### src/rtl/bmh_pkg.sv
// shared constants, codes and controller/datapath command types of the min-heap queue
package bmh_pkg;

    localparam int HEAP_DEPTH_DEF = 256;
    localparam int KEY_BITS_DEF   = 6;
    localparam int TAG_BITS_DEF   = 16;
    localparam int STATUS_BITS    = 2;

    localparam logic OP_INSERT  = 1'b0;
    localparam logic OP_EXTRACT = 1'b1;

    localparam logic [STATUS_BITS-1:0] ST_OK    = 2'd0;
    localparam logic [STATUS_BITS-1:0] ST_FULL  = 2'd1;
    localparam logic [STATUS_BITS-1:0] ST_EMPTY = 2'd2;

    // commands from the controller to the datapath
    typedef struct packed {
        logic accept;     // latch the request word
        logic set_full;   // refuse insert
        logic set_empty;  // refuse extract
        logic ins_begin;  // hole at the end, count up
        logic ext_begin;  // read root and last entry, count down
        logic ext_load;   // take root as result, last entry starts sifting down
        logic rd_up;      // read parent of the hole
        logic up_step;    // move parent down or settle the entry
        logic rd_dn;      // read both children of the hole
        logic dn_step;    // move smaller child up or settle the entry
        logic wr_x;       // settle the sifting entry at the hole
        logic load_out;   // load the response register
    } t_cmd;

    // status from the datapath to the controller
    typedef struct packed {
        logic op;
        logic full;
        logic empty;
        logic pos_zero;
        logic up_swap;
        logic dn_leaf;
        logic dn_move;
    } t_sts;

endpackage

### src/rtl/bmh_ctrl.sv
// sequencer of insert sift-up and extract sift-down
module bmh_ctrl (
    input  logic          i_clk,
    input  logic          i_rst_n,
    input  logic          i_in_valid,
    output logic          o_in_ready,
    output logic          o_out_valid,
    input  logic          i_out_ready,
    output bmh_pkg::t_cmd o_cmd,
    input  bmh_pkg::t_sts i_sts
);
    import bmh_pkg::*;

    typedef enum logic [2:0] {
        S_IDLE,
        S_DISPATCH,
        S_EXT_CHK,
        S_UP_RD,
        S_UP_CMP,
        S_DN_RD,
        S_DN_CMP,
        S_FIN
    } t_state;

    t_state r_state;
    t_state n_state;
    logic   r_out_valid;
    logic   n_out_valid;

    always_comb begin
        o_cmd      = '0;
        o_in_ready = 1'b0;
        n_state    = r_state;
        unique case (r_state)
            S_IDLE: begin
                o_in_ready = 1'b1;
                if (i_in_valid) begin
                    o_cmd.accept = 1'b1;
                    n_state      = S_DISPATCH;
                end
            end
            S_DISPATCH: begin
                if (i_sts.op == OP_INSERT) begin
                    if (i_sts.full) begin
                        o_cmd.set_full = 1'b1;
                        n_state        = S_FIN;
                    end else begin
                        o_cmd.ins_begin = 1'b1;
                        n_state         = S_UP_RD;
                    end
                end else begin
                    if (i_sts.empty) begin
                        o_cmd.set_empty = 1'b1;
                        n_state         = S_FIN;
                    end else begin
                        o_cmd.ext_begin = 1'b1;
                        n_state         = S_EXT_CHK;
                    end
                end
            end
            S_EXT_CHK: begin
                o_cmd.ext_load = 1'b1;
                n_state        = S_DN_RD;
            end
            S_UP_RD: begin
                if (i_sts.pos_zero) begin
                    o_cmd.wr_x = 1'b1;
                    n_state    = S_FIN;
                end else begin
                    o_cmd.rd_up = 1'b1;
                    n_state     = S_UP_CMP;
                end
            end
            S_UP_CMP: begin
                o_cmd.up_step = 1'b1;
                n_state       = i_sts.up_swap ? S_UP_RD : S_FIN;
            end
            S_DN_RD: begin
                if (i_sts.dn_leaf) begin
                    o_cmd.wr_x = 1'b1;
                    n_state    = S_FIN;
                end else begin
                    o_cmd.rd_dn = 1'b1;
                    n_state     = S_DN_CMP;
                end
            end
            S_DN_CMP: begin
                o_cmd.dn_step = 1'b1;
                n_state       = i_sts.dn_move ? S_DN_RD : S_FIN;
            end
            S_FIN: begin
                // wait for the response register to free up
                if (!r_out_valid || i_out_ready) begin
                    o_cmd.load_out = 1'b1;
                    n_state        = S_IDLE;
                end
            end
            default: begin
                n_state = S_IDLE;
            end
        endcase
    end

    always_comb begin
        n_out_valid = r_out_valid;
        if (o_cmd.load_out) begin
            n_out_valid = 1'b1;
        end else if (i_out_ready) begin
            n_out_valid = 1'b0;
        end
    end

    always_ff @(posedge i_clk) begin
        if (!i_rst_n) begin
            r_state     <= S_IDLE;
            r_out_valid <= 1'b0;
        end else begin
            r_state     <= n_state;
            r_out_valid <= n_out_valid;
        end
    end

    assign o_out_valid = r_out_valid;

    a_load_free: assert property (@(posedge i_clk) disable iff (!i_rst_n)
        o_cmd.load_out |-> (!r_out_valid || i_out_ready))
        else $error("response word overwritten before it was taken");

    a_accept_idle: assert property (@(posedge i_clk) disable iff (!i_rst_n)
        o_cmd.accept |=> r_state == S_DISPATCH)
        else $error("accepted request not dispatched");

    a_fin_load: assert property (@(posedge i_clk) disable iff (!i_rst_n)
        (r_state == S_FIN && n_state == S_IDLE) |=> r_out_valid)
        else $error("operation finished without a response word");

endmodule

### config.mk
export PLATFORM = sky130hd
export DESIGN_NAME = bmh_ctrl
export DESIGN_NICKNAME = d
export VERILOG_FILES = /design/src/rtl/bmh_pkg.sv /design/src/rtl/bmh_ctrl.sv
export SDC_FILE = /design/constraint.sdc
export NUM_CORES = 1
export LEC_CHECK = 0
export BUFFER_PORTS_ARGS = -buffer_cell sky130_fd_sc_hd__buf_2
export CAP_MARGIN = 20
export CORE_AREA = 4 4 41 43
export CTS_BUF_LIST = sky130_fd_sc_hd__clkbuf_4 sky130_fd_sc_hd__clkbuf_8
export DETAILED_ROUTE_END_ITERATION = 16
export DIE_AREA = 0 0 45 47
export PLACE_DENSITY = 0.54
export SLEW_MARGIN = 20
export SYNTH_ARGS = -nofsm -noshare
export SYNTH_HDL_FRONTEND = slang
export SYNTH_SLANG_ARGS = --single-unit
### constraint.sdc
create_clock -name i_clk -period 2.8 [get_ports i_clk]
set_input_delay 0.14 -clock i_clk [delete_from_list [all_inputs] [get_ports i_clk]]
set_output_delay 0.14 -clock i_clk [all_outputs]
set_load 0.05 [all_outputs]
# Word level (Yosys, flattened, before mapping)
# Cells that the tools add are included.
# totals
ramBits,0
latch_bits,0
output_inout_bits,14
rom_bits,0
wordCells,52
mem_count,0
in_bits,11
regBits,4
# classes
multipliers,0
div,0
n_mux,36
reduce_logical,5
eq_ne,9
order_cmp,0
n_bitwise,0
shift,0
addsub,0
# op_table
cell,count
2-to-1 mux 1 bit,25
one-hot mux 3 bit (8 select lines),1
2-to-1 mux 3 bit,6
equality test 3 bit (second input constant),4
equality test 3 x 2 -> 1 bit (second input constant),2
2-to-1 mux 2 bit,2
2-to-1 mux 4 bit,1
!= test 2 bit (second input constant),2
equality test 3 x 1 -> 1 bit (second input constant),1
zero test 3 bit,1
one-hot mux 1 bit (2 select lines),1
AND reduction 2 bit,1
nonzero test 2 bit,1
zero test 1 bit,1
logical OR 1 bit,1

# Longest topological paths before layout
# logic_depth
word_depth,5
depth_mapped,4
mapped_depth_nobuf,3

# Worst setup path after synthesis
# Ideal clock, no wire load.
# synth_path
path_type,register -> output
startpoint,register r_state[2]
endpoint,output o_cmd[3] in the netlist's numbering
slack_ns,0.461
required_ns,2.660
path_stages_with_launch,4
t_arrival_ns,2.199
cell_sequence,dfxtp_1 > buf_6 > inv_1 > nor4b_1
# synth_rtl
element,line,rtl
start: declaration,bmh_ctrl.sv:25,t_state r_state;
start signal: assignment,bmh_ctrl.sv:118,r_state <= n_state;
end: declaration,bmh_ctrl.sv:9,"output bmh_pkg::t_cmd o_cmd,"

==> flow_summary.json <==
{
  "die_x_um": 45,
  "fp.dieH_um": 47,
  "synthMuxAreaShare_pct": 0,
  "cts_max_level": 1,
  "final_common_cell": "buf_2",
  "drtPass1Iterations": 4,
  "tns_ps": 0,
  "via_count": 397,
  "synthesis.area_um2": 355,
  "start_kind": "register",
  "rows": 13,
  "p_per_area_mw_per_mm2": 590,
  "start_util_pct": 27.3,
  "coreArea_mm2": 0.00130,
  "numCtsBuffers": 3,
  "gp_congestion": 0.682,
  "finalSetupViolations": 0,
  "synth_cell_types": 26,
  "grt_max_degree": 14,
  "synth-main-ff-cell": "dfxtp_1",
  "fin_nets": 81,
  "post-place-ws_ps": 1340,
  "dieArea_mm2": 0.00212,
  "finalHoldViolCount": 0,
  "antenna_found_initial": 0,
  "clk_latency_ps": 240,
  "post_cts_resized": 0,
  "ys.warnings.count": 0,
  "synth-compound-area-share_pct": 21.8,
  "worstPathArrival_ps": 1590,
  "insertedDiodeCount": 0,
  "tritoncts": "done",
  "dp_hpwl_um": 711,
  "ios": 25,
  "clkTransAtPathRegs_ps": 40,
  "ctsHoldBuffers": 0,
  "cts_root_buffer": "clkbuf_4",
  "tightestPinTransition_ps": 459,
  "synth_fa_ha_area_share_pct": 0,
  "hold_class": "in -> reg",
  "synth_nets": 56,
  "vias_per_cell": 4.78,
  "yosys.area_share.simple_pct": 45.8,
  "wl_um": 938,
  "setup_slack_ps": 1070,
  "syn_to_final_growth_pct": 36.6,
  "drcViolationCount": 0,
  "worstPathMaxFanout": 12,
  "report.final.slew_viol_count": 0,
  "relSlewSlack_pct": 69.4,
  "postCtsSetupBuffers": 0,
  "syn_area_per_cell_um2": 7.90,
  "overflow": 0,
  "status": "finished, final reports clean",
  "cp-end-kind": "output port",
  "ys_async_sr_fraction_pct": 0,
  "grt_usage_pct": 8.85,
  "synth_edf_count": 0,
  "worstSetupPathType": "reg -> out",
  "period_share_pct": 61.9,
  "port_buffers": 24,
  "final_cell_mix": "24 x buf_2, 4 x nor3b_1, 4 x nor3_1, 4 x dfxtp_1",
  "irDropWorstVdd_mv": 0.168,
  "syn_inst": 45,
  "worstPathRequired_ps": 2660,
  "grt_pass1_vias": 351,
  "final_antenna_net_count": 0,
  "seq_area_frac_synth_pct": 22.5,
  "synth_xor_area_share_pct": 0,
  "drt_iter0_markers": 7,
  "cts_sinks": 4,
  "synth_seq_cells": 4,
  "synth_top_family_by_area": "simple AND/OR/NAND/NOR gates",
  "grt_pass1_wl_mm": 1.35,
  "cts_buffer_depth": 2,
  "rsz0062_at_grt": "no",
  "wl_per_cell_um": 11.3,
  "leakage_nw": 0.231,
  "skew_ps": 4.15,
  "cap_violations": 0,
  "final.fill_count": 140,
  "max_freq_mhz": 577,
  "drive_gt1_share_pct": 44.1,
  "period_needed_ps": 1730
}
sequential cells by signal (all words and copies together) (netlist names):
signal / cells
r_state: 3
o_out_valid: 1
worst max-delay path, cell delays in order (launching register included):
cell and delay (ps):
dfxtp_1 580, inv_1 160, nor4b_1 300, buf_2 310
path summary, 6_finish.rpt:
path | startpoint | to | slack (ps) | cells after the start
setup / recovery | r_state[2]$_SDFFE_PN0P_ | o_cmd[3] | 1070 | 3
hold reg to reg | o_out_valid$_SDFFE_PN0P_ | o_out_valid$_SDFFE_PN0P_ | 520 | 2
hold / removal | i_rst_n | r_state[0]$_SDFFE_PN0P_ | 180 | 2
setup reg to reg | r_state[1]$_SDFFE_PN0P_ | r_state[0]$_SDFFE_PN0P_ | 1490 | 3
cell type report:
cell class                      count  area [µm²]  area share [%]
Timing Repair Buffer               24         120            24.7
Sequential cell                     4        80.1            16.5
Multi-Input combinational cell     36         240            49.5
Tap cell                           15        18.8            3.87
Clock buffer                        3        22.5            4.64
Inverter                            1        3.75           0.773
synth_stat cells, types with 2 or more instances:
cell type,number,area share [%]
nor2_1,2,2.1
nand2_1,3,3.2
a21boi_0,2,4.2
buf_4,2,4.2
a21oi_1,2,2.8
nand3b_1,2,4.2
nand2b_1,2,3.5
dfxtp_1,4,23
nor3b_1,4,8.5
nor2b_1,2,3.5
nor3_1,4,5.6
o31ai_1,2,4.2
metrics by stage:
stage	power (mW)	util [%]	instance area (µm²)	hold slack, ps	std cells
after floorplan	0.190	-	355	271	45
after global placement	0.213	35.6	463	420	80
after detailed placement	0.213	35.6	463	421	80
after CTS	0.290	37.3	485	168	83
after global routing	0.301	37.3	485	185	83
final	0.286	37.3	485	177	83
layer usage:
| metal | GRT usage [%] | share of wire (%) | vias up |
|---|---|---|---|
| met2 | 13.3 | 45 | 18 |
| met4 | 7.02 | 0 | 0 |
| li1 | - | - | 208 |
| met5 | 0 | 0 | - |
| met3 | 2.30 | 7.1 | 0 |
| met1 | 10.7 | 48 | 171 |
report_power, final:
| group | internal, mW | total (mW) | switching [mW] |
|---|---|---|---|
| logic | 0.0390 | 0.124 | 0.0854 |
| registers | 0.0643 | 0.0881 | 0.0239 |
| clock network | 0.0481 | 0.0736 | 0.0255 |
| total | 0.151 | 0.286 | 0.135 |
logic make-up (layout without fill, tap and decap cells):
group | Yosys count | count (layout)
DFF | 4 | 4
and+or+nand+nor | 25 | 25
AOI/OAI and AO/OA | 11 | 11
buffers and inverters | 5 | 28
Note: power is estimated with default switching activity, not from simulation.
